===== src/sv/pbdc_pkg.sv =====
// Types and constants of the point/box dynamic classifier.
package pbdc_pkg;

    localparam logic [1:0] KIND_CLEAR  = 2'd0;
    localparam logic [1:0] KIND_APPEND = 2'd1;
    localparam logic [1:0] KIND_POINT  = 2'd2;
    localparam logic [1:0] KIND_UNUSED = 2'd3;

    localparam logic [1:0] ST_POINT   = 2'd0;
    localparam logic [1:0] ST_STORED  = 2'd1;
    localparam logic [1:0] ST_FULL    = 2'd2;
    localparam logic [1:0] ST_CLEARED = 2'd3;

    localparam int unsigned ADDR_W = 5;
    localparam logic [2:0] REG_RADIUS   = 3'd0;
    localparam logic [2:0] REG_MARGIN   = 3'd1;
    localparam logic [2:0] REG_SPEED    = 3'd2;
    localparam logic [2:0] REG_CLASS_ON = 3'd3;
    localparam logic [2:0] REG_SPEED_ON = 3'd4;
    localparam logic [2:0] REG_MASK     = 3'd5;

    typedef struct packed {
        logic [1:0]         kind;
        logic signed [19:0] pos_x;
        logic signed [19:0] pos_y;
        logic signed [19:0] pos_z;
        logic [15:0]        box_length;
        logic [15:0]        box_width;
        logic [15:0]        box_height;
        logic signed [15:0] yaw_cos;
        logic signed [15:0] yaw_sin;
        logic [4:0]         class_label;
        logic signed [15:0] vel_x;
        logic signed [15:0] vel_y;
    } in_item_t;

    typedef struct packed {
        logic [1:0] status;
        logic       is_dynamic;
        logic [5:0] nearest_box;
        logic       box_found;
    } out_item_t;

    typedef struct packed {
        logic [15:0] radius;
        logic [15:0] margin;
        logic [15:0] speed;
        logic        class_on;
        logic        speed_on;
        logic [31:0] mask;
    } cfg_t;

    typedef struct packed {
        logic signed [19:0] cx;
        logic signed [19:0] cy;
        logic signed [19:0] cz;
        logic [15:0]        len;
        logic [15:0]        wid;
        logic [15:0]        hgt;
        logic signed [15:0] cs;
        logic signed [15:0] sn;
        logic [4:0]         cls;
        logic signed [15:0] vx;
        logic signed [15:0] vy;
    } box_entry_t;

    typedef struct packed {
        logic clear;
        logic append;
        logic capture;
        logic empty_pt;
        logic scan_start;
        logic diff_ld;
        logic mul_ld;
        logic finish;
        logic out_load;
    } cmd_t;

    typedef struct packed {
        logic empty;
        logic busy;
    } stat_t;

endpackage


===== src/sv/pbdc_ctrl.sv =====
// Controller state machine of the point/box dynamic classifier.
module pbdc_ctrl (
    input  logic             aclk,
    input  logic             aresetn,
    input  logic             s_valid,
    input  logic [1:0]       s_kind,
    output logic             s_ready,
    output logic             m_valid,
    input  logic             m_ready,
    input  pbdc_pkg::stat_t  stat,
    output pbdc_pkg::cmd_t   cmd
);
    import pbdc_pkg::*;

    typedef enum logic [2:0] {
        S_IDLE, S_SCAN, S_FETCH, S_LOAD, S_MUL, S_TEST, S_DONE
    } state_t;

    state_t state_reg, state_next;
    logic   m_valid_reg, m_valid_next;
    logic   accept;

    assign s_ready = (state_reg == S_IDLE);
    assign m_valid = m_valid_reg;
    assign accept  = s_valid && s_ready;

    always_comb begin
        cmd          = '0;
        state_next   = state_reg;
        m_valid_next = m_valid_reg && !m_ready;
        unique case (state_reg)
            S_IDLE: begin
                if (accept) begin
                    priority if (s_kind == KIND_CLEAR) begin
                        cmd.clear  = 1'b1;
                        state_next = S_DONE;
                    end else if (s_kind == KIND_APPEND) begin
                        cmd.append = 1'b1;
                        state_next = S_DONE;
                    end else if (s_kind == KIND_POINT) begin
                        cmd.capture = 1'b1;
                        if (stat.empty) begin
                            cmd.empty_pt = 1'b1;
                            state_next   = S_DONE;
                        end else begin
                            cmd.scan_start = 1'b1;
                            state_next     = S_SCAN;
                        end
                    end else begin
                        state_next = S_IDLE;
                    end
                end
            end
            S_SCAN:  if (!stat.busy) state_next = S_FETCH;
            S_FETCH: state_next = S_LOAD;
            S_LOAD: begin
                cmd.diff_ld = 1'b1;
                state_next  = S_MUL;
            end
            S_MUL: begin
                cmd.mul_ld = 1'b1;
                state_next = S_TEST;
            end
            S_TEST: begin
                cmd.finish = 1'b1;
                state_next = S_DONE;
            end
            S_DONE: begin
                if (!m_valid_reg || m_ready) begin
                    cmd.out_load = 1'b1;
                    m_valid_next = 1'b1;
                    state_next   = S_IDLE;
                end
            end
            default: state_next = S_IDLE;
        endcase
    end

    always_ff @(posedge aclk) begin
        if (!aresetn) begin
            state_reg   <= S_IDLE;
            m_valid_reg <= 1'b0;
        end else begin
            state_reg   <= state_next;
            m_valid_reg <= m_valid_next;
        end
    end

endmodule


===== config.mk =====
export PLATFORM = sky130hd
export DESIGN_NAME = pbdc_ctrl
export DESIGN_NICKNAME = d
export VERILOG_FILES = /design/src/sv/pbdc_pkg.sv /design/src/sv/pbdc_ctrl.sv
export SDC_FILE = /design/constraint.sdc
export NUM_CORES = 1
export LEC_CHECK = 0
export ABC_AREA = 1
export BUFFER_PORTS_ARGS = -buffer_cell sky130_fd_sc_hd__buf_2
export CORE_AREA = 2 2 39 41
export CTS_CLUSTER_DIAMETER = 60
export DETAILED_ROUTE_END_ITERATION = 6
export DIE_AREA = 0 0 41 43
export HOLD_SLACK_MARGIN = 0.05
export PLACE_DENSITY_LB_ADDON = 0.1
export SLEW_MARGIN = 10
export SYNTH_ARGS = -nofsm -noshare
export SYNTH_HDL_FRONTEND = slang
export SYNTH_SLANG_ARGS = --single-unit

===== constraint.sdc =====
create_clock -name aclk -period 1.1 [get_ports aclk]
set_input_delay 0.11 -clock aclk [delete_from_list [all_inputs] [get_ports aclk]]
set_output_delay 0.11 -clock aclk [all_outputs]
set_load 0.01 [all_outputs]

# Yosys cells after proc, flatten, opt, wreduce, memory -nomap -nowiden
# Index checks and enable logic that the tools add are counted.
# W data, S select, Z words.
[classes] n_addsub=0 mul=0 div=0 n_lt_le_gt_ge=0 n_eq_ne=11 shift=0 muxes=24 n_bitwise=0 reduce_logical=8
[ops] cell="$mux W3" count=9
[ops] cell="$pmux W3 S7" count=1
[ops] cell="$mux W1" count=11
[ops] cell="$mux W5" count=2
[ops] cell="$eq A3 B3 Y1 const B" count=3
[ops] cell="$eq A3 B2 Y1 const B" count=2
[ops] cell="$mux W4" count=1
[ops] cell="$ne A2 B2 Y1 const B" count=2
[ops] cell="$eq A3 B1 Y1 const B" count=1
[ops] cell="$logic_not A3 Y1" count=1
[ops] cell="$reduce_and A3 Y1" count=1
[ops] cell="$eq A2 B1 Y1 const B" count=1
[ops] cell="$eq A2 B2 Y1 const B" count=1
[ops] cell="$logic_and A1 B1 Y1" count=2
[ops] cell="$logic_not A1 Y1" count=2
[ops] cell="$logic_not A2 Y1" count=1
[ops] cell="$ne A2 B1 Y1 const B" count=1
[ops] cell="$logic_or A1 B1 Y1" count=1
[word_totals] ff_bits=4 latchBits=0 ramBits=0 mem_bits_ro=0 inputBits=8 out_inout_bits=11 elab_cells=45 n_memories=0

# Depth between registers and ports, before layout
# Gate-level depths: netlist of the first run.
[logic_depth] word_depth=6 mapped_depth=8 depth_no_buf=8

# Worst setup path before layout of the first run
# OpenSTA, ideal clock, no wires.
[synth_timing] path_kind="register -> output" startpoint="register state_reg[2]" endpoint="output cmd[5] (netlist bit)" t_arrival_ps=1026 t_required_ps=990 setup_slack_ps=-36 path_stages_with_launch=6 path_buffers=0 cell_sequence="dfxtp_1 -> inv_2 -> nand2_2 -> nor2_2 -> nand2_1 -> nor3_1"
[synth_lines] item="from (decl)" line_no="pbdc_ctrl.sv:19" rtl="state_t state_reg, state_next;"
[synth_lines] item="from (signal assigned)" line_no="pbdc_ctrl.sv:84" rtl="state_reg <= state_next;"
[synth_lines] item="to (decl)" line_no="pbdc_ctrl.sv:11" rtl="output pbdc_pkg::cmd_t cmd"

==> metrics.yaml, run 1 <==
status: "finished with violations"
violations: "setup timing"
pwr-share-seq_pct: 18.3
viasPerCell: 4.11
hold_start: "aresetn"
timing.slew.headroom_pct: 88.7
finalCriticalPeriod_ns: 1.22
end_kind: "output port"
antenna_found_initial: 0
p_int_uw: 887
worstSetupPathType: "register to output port"
synth_cell_types: 14
setup_tns_ns: -0.589
r2r-start: "state_reg[2]"
port_buffers: 18
cp-startpoint: "state_reg[2]"
vdd_ir_drop_max_mv: 1.12
hpwl_um: 700
die_area_sq_um: 1760
vias: 423
grt_overflow: 0
synth_nets: 68
yosysSeqAreaShare_pct: 24.6
holdWs_ns: 0.137
yosysTopAreaCell: "dfxtp_1"
cts_max_level: 1
clock_latency_ns: 0.24
first_pass_iters: 1
min_to: "state_reg[0]"
cts_made_buffers: 3
clockRootBuffer: "clkbuf_4"
gr-usage-met3_pct: 3.14
startpoint_type: "register"
path_common_cell: "nand2_4"
final_area_sq_um: 594
crit_chain: "inv_2 > nand2_4 > nor2_4 > nand2_4 > nor3_2 > buf_2"
cp_data_arrival_time_ns: 1.11
grt_pass1_vias: 355
p_sw_share_pct: 45.3
drv_slew: 0
setup_viol_count_final: 9
reg2reg_slack_ns: 0.01
grt_first_pass_wirelength_um: 1270
pwr-share-clk_pct: 11.3
placed_area_sq_um: 454
rsz0062_at_grt: "true"
track_usage_pct: 10.9
syn2layout_area_growth_pct: 82.7
async_flop_share_pct: 0
leakagePower_uw: 0.000323
power.density_nw_per_um2: 2730
synth_area_per_cell_sq_um: 5.42
synth_commonest_cells: "17 x nand2_1, 14 x nor2_1, 7 x inv_1, 5 x nor3_1, 4 x dfxtp_1"
max-cap-violations: 0
filler_cell_count: 166
die_height_um: 43
diodes: 0
cts_num_sinks: 4
worst-path-max-fanout: 5
min_period_over_period_pct: 111
rr_worst_depth: 8
switchingPower_uw: 736
wl_per_cell_um: 9.22
yosysTopAreaCellShare_pct: 24.6
final_layout_size_suffix_gt1_share_pct: 59.8
ant_nets: 0
cp_slowest_cell: "dfxtp_2"
syn-instance-count: 60
max_stage_delay_ns: 0.32
ys_ff_latch: 4
cts_tree: "done"
gp_congestion: 0.738
die_w_um: 41
fin_ws_ns: -0.122
crit_family: "simple AND/OR/NAND/NOR gates"
dr.first_iter.drc_count: 0
nets: 97
cts_buffer_depth: 2
worstReg2RegEnd: "state_reg[1]"
max_freq_mhz: 818
fin_skew_ns: 0.00767
synth_area_leaders: "dfxtp_1 25%, nand2_1 20%, nor2_1 16%, inv_1 8.1%, nor3_1 7.7%"
start_util_pct: 23.5
rows: 14
totalWireLength_um: 950
synthFlopType: "dfxtp_1"
ios: 19
use_met1_pct: 10.3
synth_most_common_cell: "nand2_1"
hold_violations: 0
grt_util_met2_pct: 18.4
synth_edf_count: 0
netlist_area_sq_um: 325
holdPathStages: 3
yosysWarnings: 0
hold_class: "primary input to register"
drc: 0
grt_busiest_layer: "met2"
largest_register_ffs: 3
grt_start_max_net_pins: 7
crit_required_ns: 0.99
path_buf_inv: 2
worst_pin_slew_ns: 0.169
total_power_uw: 1620
clkTransAtPathRegs_ns: 0.04
p_comb_share_pct: 70.4
core_area_sq_um: 1380
-- what timing repair did --
action,4_1_cts,5_1_grt
setup endpoints to repair,10,13
hold buffers,0,0
endpoints found under the hold margin,0,0
pin swaps,2,11
buffers inserted,4,1
resized for setup,9,17
-- stage by stage --
step | utilization, % | worst slack [ns] | std cells
6_report | 42.9 | -0.122 | 103
3_5_place_dp | 32.8 | 0.0224 | 97
5_1_grt | 42.9 | -0.216 | 103
3_3_place_gp | 32.8 | 0.0197 | 97
2_1_floorplan | - | -0.0363 | 60
4_1_cts | 38.2 | -0.140 | 103
-- layer usage --
| metal | part of all wire [%] | vias to the layer above | routed length (um) |
|---|---|---|---|
| met3 | 6.3 | 0 | 60 |
| met5 | 0 | - | 0 |
| li1 | - | 235 | - |
| met1 | 40 | 173 | 376 |
| met4 | 0 | 0 | 0 |
| met2 | 54 | 15 | 512 |
-- worst max-delay path by stage --
stage,slack (ns),cells after the start,endpoint
after floorplan,-0.04,5,cmd[5]
after global placement,0.02,6,cmd[7]
after detailed placement,0.02,6,cmd[7]
after CTS,-0.14,6,cmd[7]
after global routing,-0.22,6,cmd[5]
final,-0.12,6,cmd[5]
-- cell type report --
class | count | area (sq um) | share of cell area (%)
inverter | 10 | 40.0 | 6.74
tap | 16 | 20.0 | 3.37
multi-input combinational | 45 | 273 | 45.9
clock buffer | 3 | 22.5 | 3.79
timing repair buffer | 25 | 153 | 25.7
sequential | 4 | 86.3 | 14.5
-- worst min-delay path, cell delays in order --
cell	delay, ns
buf_2	0.07
inv_1	0.07
nor2_1	0.08
-- cell families (layout without fill, tap and decap cells) --
| family | after synthesis | in the layout | share of synthesized area (%) |
|---|---|---|---|
| compound gates | 5 | 5 | 10.0 |
| flops | 4 | 4 | 24.6 |
| simple gates | 40 | 40 | 50.4 |
| buf+inv | 11 | 38 | 15.0 |
-- cell usage in the layout (no fill, tap or decap), drive strengths merged --
master	count
nand2	18
dfxtp	4
nor3	5
buf	25
inv	10
a21oi	3
clkbuf	3
nand3	2
nor2	15
o21ai	2
-- power by group through the flow --
stage / sequential [uW] / clock, uW / combinational [uW]
finish: 297 / 183 / 1140
floorplan: 239 / 0 / 558
global placement: 273 / 0 / 798
global route: 305 / 200 / 1280
CTS: 286 / 196 / 972
detailed placement: 273 / 0 / 784
(Power assumes the default switching activity.)
==> run 2, diff against run 1 <==
--- a/config.mk
+++ b/config.mk
@@ -7,12 +7,15 @@
 export LEC_CHECK = 0
 export ABC_AREA = 1
 export BUFFER_PORTS_ARGS = -buffer_cell sky130_fd_sc_hd__buf_2
-export CORE_AREA = 2 2 39 41
+export CELL_PAD_IN_SITES_DETAIL_PLACEMENT = 1
+export CELL_PAD_IN_SITES_GLOBAL_PLACEMENT = 2
+export CORE_MARGIN = 2
+export CORE_UTILIZATION = 17
 export CTS_CLUSTER_DIAMETER = 60
 export DETAILED_ROUTE_END_ITERATION = 6
-export DIE_AREA = 0 0 41 43
 export HOLD_SLACK_MARGIN = 0.05
 export PLACE_DENSITY_LB_ADDON = 0.1
+export SETUP_SLACK_MARGIN = 0.4
 export SLEW_MARGIN = 10
 export SYNTH_ARGS = -nofsm -noshare
 export SYNTH_HDL_FRONTEND = slang
==> run 2 against run 1 <==
  * The run still ends with setup timing left
  * First-iteration DRC count grew 2
  * Cell count is 12% higher
  * Die area up 29%
  * Sequential power hardly changed
  * Clock-buffer cell count is the same
  * Fmax shrank 1.8%
  * Critical path type unchanged
  * Total power is 5.8% higher
  * Largest power group unchanged
  * Combinational power rose by 9%
==> metrics.yaml, run 2 (synthesis gave the netlist of run 1 again) <==
vdd_ir_drop_max_mv: 0.872  # -23%
instances_no_fill: 115  # +12%
pwr-share-clk_pct: 10.7  # -0.6 points
grt_first_pass_wirelength_um: 1800  # +42%
dr.first_iter.drc_count: 2  # +2
drv_slew: 0  # unchanged
hold_start: "aresetn"
syn2layout_area_growth_pct: 99.2
final_layout_size_suffix_gt1_share_pct: 62.2  # +2.5 points
die_height_um: 47.7  # +11%
worstReg2RegEnd: "state_reg[2]"
vias: 476  # +13%
wl_per_cell_um: 9.51  # +3.1%
max_stage_delay_ns: 0.34  # +0.02 ns
r2r-start: "state_reg[1]"
filler_cell_count: 244  # +47%
clockRootBuffer: "clkbuf_4"
grt_start_max_net_pins: 8  # +1
grt_pass1_vias: 428  # +21%
clock_latency_ns: 0.24  # about the same
start_util_pct: 18.4  # -5.1 points
status: "finished with violations"
fin_skew_ns: 0.00194  # -0.00574 ns
switchingPower_uw: 782  # +6.3%
p_sw_share_pct: 45.5  # +0.19 points
leakagePower_uw: 0.000352  # +9.1%
rr_worst_depth: 9  # +1
min_to: "state_reg[1]"
path_common_cell: "nand2_4"
crit_chain: "inv_4 > nand2_4 > nor2_4 > nand2_4 > nor3_2 > buf_2"
nets: 100  # +3.1%
hold_violations: 0  # unchanged
setup_viol_count_final: 12  # +3
p_int_uw: 936  # +5.5%
largest_register_ffs: 3  # unchanged
die_area_sq_um: 2280  # +29%
worstSetupPathType: "register to output port"
grt_overflow: 0  # unchanged
rows: 15  # +1
cts_tree: "done"
reg2reg_slack_ns: -0.02  # -0.03 ns
worst_pin_slew_ns: 0.303  # +0.135 ns
final_cell_mix: "17 x buf_2, 13 x nand2_1, 11 x nor2_1"
die_w_um: 47.7  # +16%
clkTransAtPathRegs_ns: 0.04  # about the same
hold_class: "primary input to register"
core_area_sq_um: 1760  # +27%
fin_ws_ns: -0.144  # -0.0220 ns
min_period_over_period_pct: 113  # +2.0 points
cts_buffer_depth: 2  # unchanged
port_buffers: 18  # unchanged
holdPathStages: 3  # unchanged
worst-path-max-fanout: 5  # unchanged
crit_required_ns: 0.99  # about the same
layout_commonest_cell: "buf_2"
holdWs_ns: 0.163  # +0.0262 ns
cts_max_level: 1  # unchanged
totalWireLength_um: 1090  # +15%
rsz0062_at_grt: "true"
cts_hold_buf: 0  # unchanged
pre_cts_ws_ns: -0.0103  # -0.0327 ns
p_comb_share_pct: 72.0  # +1.6 points
finalCriticalPeriod_ns: 1.24  # +0.0220 ns
cts_made_buffers: 3  # unchanged
power.density_nw_per_um2: 2650  # -2.9%
cts_num_sinks: 4  # unchanged
track_usage_pct: 11.7  # +0.73 points
violations: "setup timing"
pwr-share-seq_pct: 17.3  # -1.0 points
timing.slew.headroom_pct: 79.7  # -9.0 points
cp_slowest_cell: "dfxtp_4"
end_kind: "output port"
ios: 19  # unchanged
antenna_found_initial: 0  # unchanged
startpoint_type: "register"
post-place-cells: 104  # +7.2%
ant_nets: 0  # unchanged
cp_data_arrival_time_ns: 1.13  # +0.02 ns
drc: 0  # unchanged
max_freq_mhz: 804  # -1.8%
max-cap-violations: 0  # unchanged
viasPerCell: 4.14  # +0.79%
gp_congestion: 0.720  # -2.4%
hpwl_um: 841  # +20%
setup_tns_ns: -1.20  # -0.616 ns
first_pass_iters: 3  # +2
diodes: 0  # unchanged
## run 2: changes by cell type in the layout (fill, tap and decap cells not counted), moves of 2 or more
cell	delta
a21oi_2	+2
nand2_2	-2
nor3_2	-2
buf_6	+2
nor3_4	+2
inv_2	-2
## run 2: timing repair
item / in CTS / in global routing
pin swaps: 7 / 2
buffers inserted: 6 / 2
resized for setup: 16 / 6
endpoints found under the setup margin: 15 / 15
## run 2: routing by layer
layer	vias to the layer above	global-route usage [%]	share of wire [%]
met2	10	16.8	50
met1	220	14.8	44
met3	2	6.79	5.3
li1	244	-	-
met5	-	0	0
met4	0	3.24	0.73
## run 2: per-stage QoR
stage / area, sq um / total power (uW) / util, %
after detailed placement: 489 / 1110 / 27.7
after global placement: 489 / 1110 / 27.7
final: 648 / 1720 / 36.7
after CTS: 611 / 1610 / 34.6
after global routing: 648 / 1880 / 36.7
after floorplan: 364 / 883 / -
## run 2: final cells by class
type	count	area [sq um]	area share, %
multi-input cells	45	279	43.1
repair buffers	28	183	28.2
flip-flops and latches	4	90.1	13.9
inverters	10	42.5	6.56
well taps	25	31.3	4.83
clock buffers	3	22.5	3.47
## run 2: worst max path at each step
stage | startpoint | to | slack (ns) | cells past startpoint
3_5_place_dp | state_reg[0] | state_reg[0] | -0.01 | 7
2_1_floorplan | state_reg[2] | cmd[5] | 0.09 | 5
6_report | state_reg[1] | cmd[7] | -0.14 | 6
5_1_grt | state_reg[1] | cmd[8] | -0.24 | 6
4_1_cts | state_reg[1] | cmd[7] | -0.19 | 6
3_3_place_gp | state_reg[1] | cmd[5] | -0.005 | 6
## run 2: power groups by stage
stage / logic (uW) / registers [uW] / clock network [uW]
after floorplan: 634 / 249 / 0
after global placement: 820 / 293 / 0
after detailed placement: 810 / 295 / 0
after CTS: 1120 / 298 / 195
after global routing: 1360 / 316 / 209
final: 1240 / 297 / 184
## run 2: worst max-delay path, delay by kind of cell (launching register included)
kind          cells  cell delay [ns]
flops             1             0.34
buf+inv           2             0.21
simple gates      4             0.35
==> run 3, diff against run 2 <==
--- a/config.mk
+++ b/config.mk
@@ -9,7 +9,7 @@
 export BUFFER_PORTS_ARGS = -buffer_cell sky130_fd_sc_hd__buf_2
 export CELL_PAD_IN_SITES_DETAIL_PLACEMENT = 1
 export CELL_PAD_IN_SITES_GLOBAL_PLACEMENT = 2
-export CORE_MARGIN = 2
+export CORE_ASPECT_RATIO = 1.2
 export CORE_UTILIZATION = 17
 export CTS_CLUSTER_DIAMETER = 60
 export DETAILED_ROUTE_END_ITERATION = 6
==> run 3 against run 2 <==
  * The run still ends with setup timing left
  * Total power rose by 1.1%
  * Critical path depth did not move
  * Sequential power rose by 4%
  * Combinational power barely moved
  * Register-to-register slack improved by 0.03 ns
  * Sequential cell count did not move
  * Non-clock buffer count rose by 1
  * Via count fell by 2.5%
  * Utilization rose by 1.9 points
  * Die area fell by 8.2%
  * Sequential share of layout area fell by 0.21 points
  * Largest power group unchanged
==> metrics.yaml, run 3 (synthesis gave the netlist of run 1 again) <==
die_w_um: 41.9  # -12%
viasPerCell: 4.26  # +2.8%
r2r-start: "state_reg[2]"
cp_data_arrival_time_ns: 1.13  # about the same
leakagePower_uw: 0.000368  # +4.5%
start_util_pct: 19.1  # +0.68 points
track_usage_pct: 12.8  # +1.2 points
totalWireLength_um: 1160  # +5.8%
die_area_sq_um: 2090  # -8.2%
hpwl_um: 806  # -4.2%
pre_cts_ws_ns: -0.0521  # -0.0418 ns
crit_required_ns: 0.99  # about the same
first_pass_iters: 1  # -2
drc: 0  # unchanged
pwr-share-clk_pct: 10.2  # -0.5 points
syn2layout_area_growth_pct: 102
finalCriticalPeriod_ns: 1.24  # -0.00677 ns
rsz0062_at_grt: "true"
final_layout_size_suffix_gt1_share_pct: 63.7  # +1.5 points
antenna_found_initial: 0  # unchanged
hold_class: "primary input to register"
final_cell_mix: "17 x buf_2, 13 x nand2_1, 10 x nor2_1"
largest_register_ffs: 3  # unchanged
grt_pass1_vias: 493  # +15%
clkTransAtPathRegs_ns: 0.03  # about the same
core_area_sq_um: 1700  # -3.5%
min_period_over_period_pct: 112  # -0.62 points
max-cap-violations: 0  # unchanged
instances_no_fill: 109  # -5.2%
max_freq_mhz: 808  # +0.55%
cts_made_buffers: 3  # unchanged
wl_per_cell_um: 10.6  # +12%
p_comb_share_pct: 72.0  # about the same
diodes: 0  # unchanged
clockRootBuffer: "clkbuf_4"
switchingPower_uw: 808  # +3.4%
worst_pin_slew_ns: 0.237  # -0.0668 ns
pwr-share-seq_pct: 17.8  # +0.5 points
cts_max_level: 1  # unchanged
die_height_um: 49.9  # +4.6%
end_kind: "output port"
setup_tns_ns: -0.994  # +0.211 ns
worst-path-max-fanout: 5  # unchanged
cts_buffer_depth: 2  # unchanged
setup_viol_count_final: 10  # -2
startpoint_type: "register"
gp_congestion: 0.675  # -6.3%
fin_skew_ns: 0.00109  # -0.000844 ns
hold_start: "aresetn"
worstSetupPathType: "register to output port"
timing.slew.headroom_pct: 84.2  # +4.5 points
power.density_nw_per_um2: 2640  # -0.44%
holdWs_ns: 0.150  # -0.0135 ns
grt_overflow: 0  # unchanged
grt_start_max_net_pins: 8  # unchanged
rows: 16  # +1
vdd_ir_drop_max_mv: 1.09  # +25%
drv_slew: 0  # unchanged
dr.first_iter.drc_count: 0  # -2
nets: 101  # +1.0%
grt_first_pass_wirelength_um: 1990  # +10%
layout_commonest_cell: "buf_2"
status: "finished with violations"
clock_latency_ns: 0.23  # about the same
ant_nets: 0  # unchanged
ios: 19  # unchanged
cts_num_sinks: 4  # unchanged
hold_violations: 0  # unchanged
cp-startpoint: "state_reg[2]"
port_buffers: 18  # unchanged
p_sw_share_pct: 46.6  # +1.0 points
cts_tree: "done"
post-place-cells: 98  # -5.8%
fin_ws_ns: -0.137  # +0.00676 ns
violations: "setup timing"
p_int_uw: 928  # -0.81%
vias: 464  # -2.5%
[run 3: layer usage]
metal	global-route usage [%]	wire [um]	vias up
li1	-	-	244
met1	12.5	443	203
met2	23.4	644	15
met3	2.20	57	2
met4	9.68	12	0
met5	0	0	-
[run 3: critical path, stage by stage, from the launching register on]
cell     delay (ns)
dfxtp_2        0.32
inv_2          0.08
nand2_4        0.06
nor2_4         0.11
nand2_4        0.09
nor3_4         0.10
buf_2          0.14
[run 3: final timing paths]
check / cells past startpoint / slack, ns / to
setup / recovery: 6 / -0.14 / cmd[5]
hold / removal: 3 / 0.15 / m_valid
setup reg to reg: 8 / 0.01 / state_reg[2]
hold reg to reg: 4 / 0.61 / m_valid
[run 3: cell type report]
| type | count | area, sq um |
|---|---|---|
| fill | 236 | 1040 |
| multi-input combinational | 45 | 294 |
| timing repair buffer | 29 | 186 |
| sequential | 4 | 90.1 |
| inverter | 10 | 42.5 |
| clock buffer | 3 | 22.5 |
| tap | 18 | 22.5 |
[run 3: power groups by stage]
stage	Sequential, uW	Clock, uW	Combinational (uW)
after global placement	294	0	835
after detailed placement	300	0	826
after floorplan	249	0	634
final	309	176	1250
after CTS	300	189	1100
after global routing	322	190	1370
[run 3: metrics by stage]
stage                     area (sq um)  util [%]  power [uW]
final                              658      38.7        1740
after global placement             488      28.7        1130
after detailed placement           488      28.7        1130
after CTS                          607      35.7        1590
after floorplan                    364         -         883
after global routing               658      38.7        1890
[run 3: repair_timing]
item / 4_1_cts / 5_1_grt
pin swaps: 7 / 6
resized for setup: 13 / 11
endpoints found under the setup margin: 15 / 15
hold buffers: 0 / 0
buffers inserted: 7 / 1
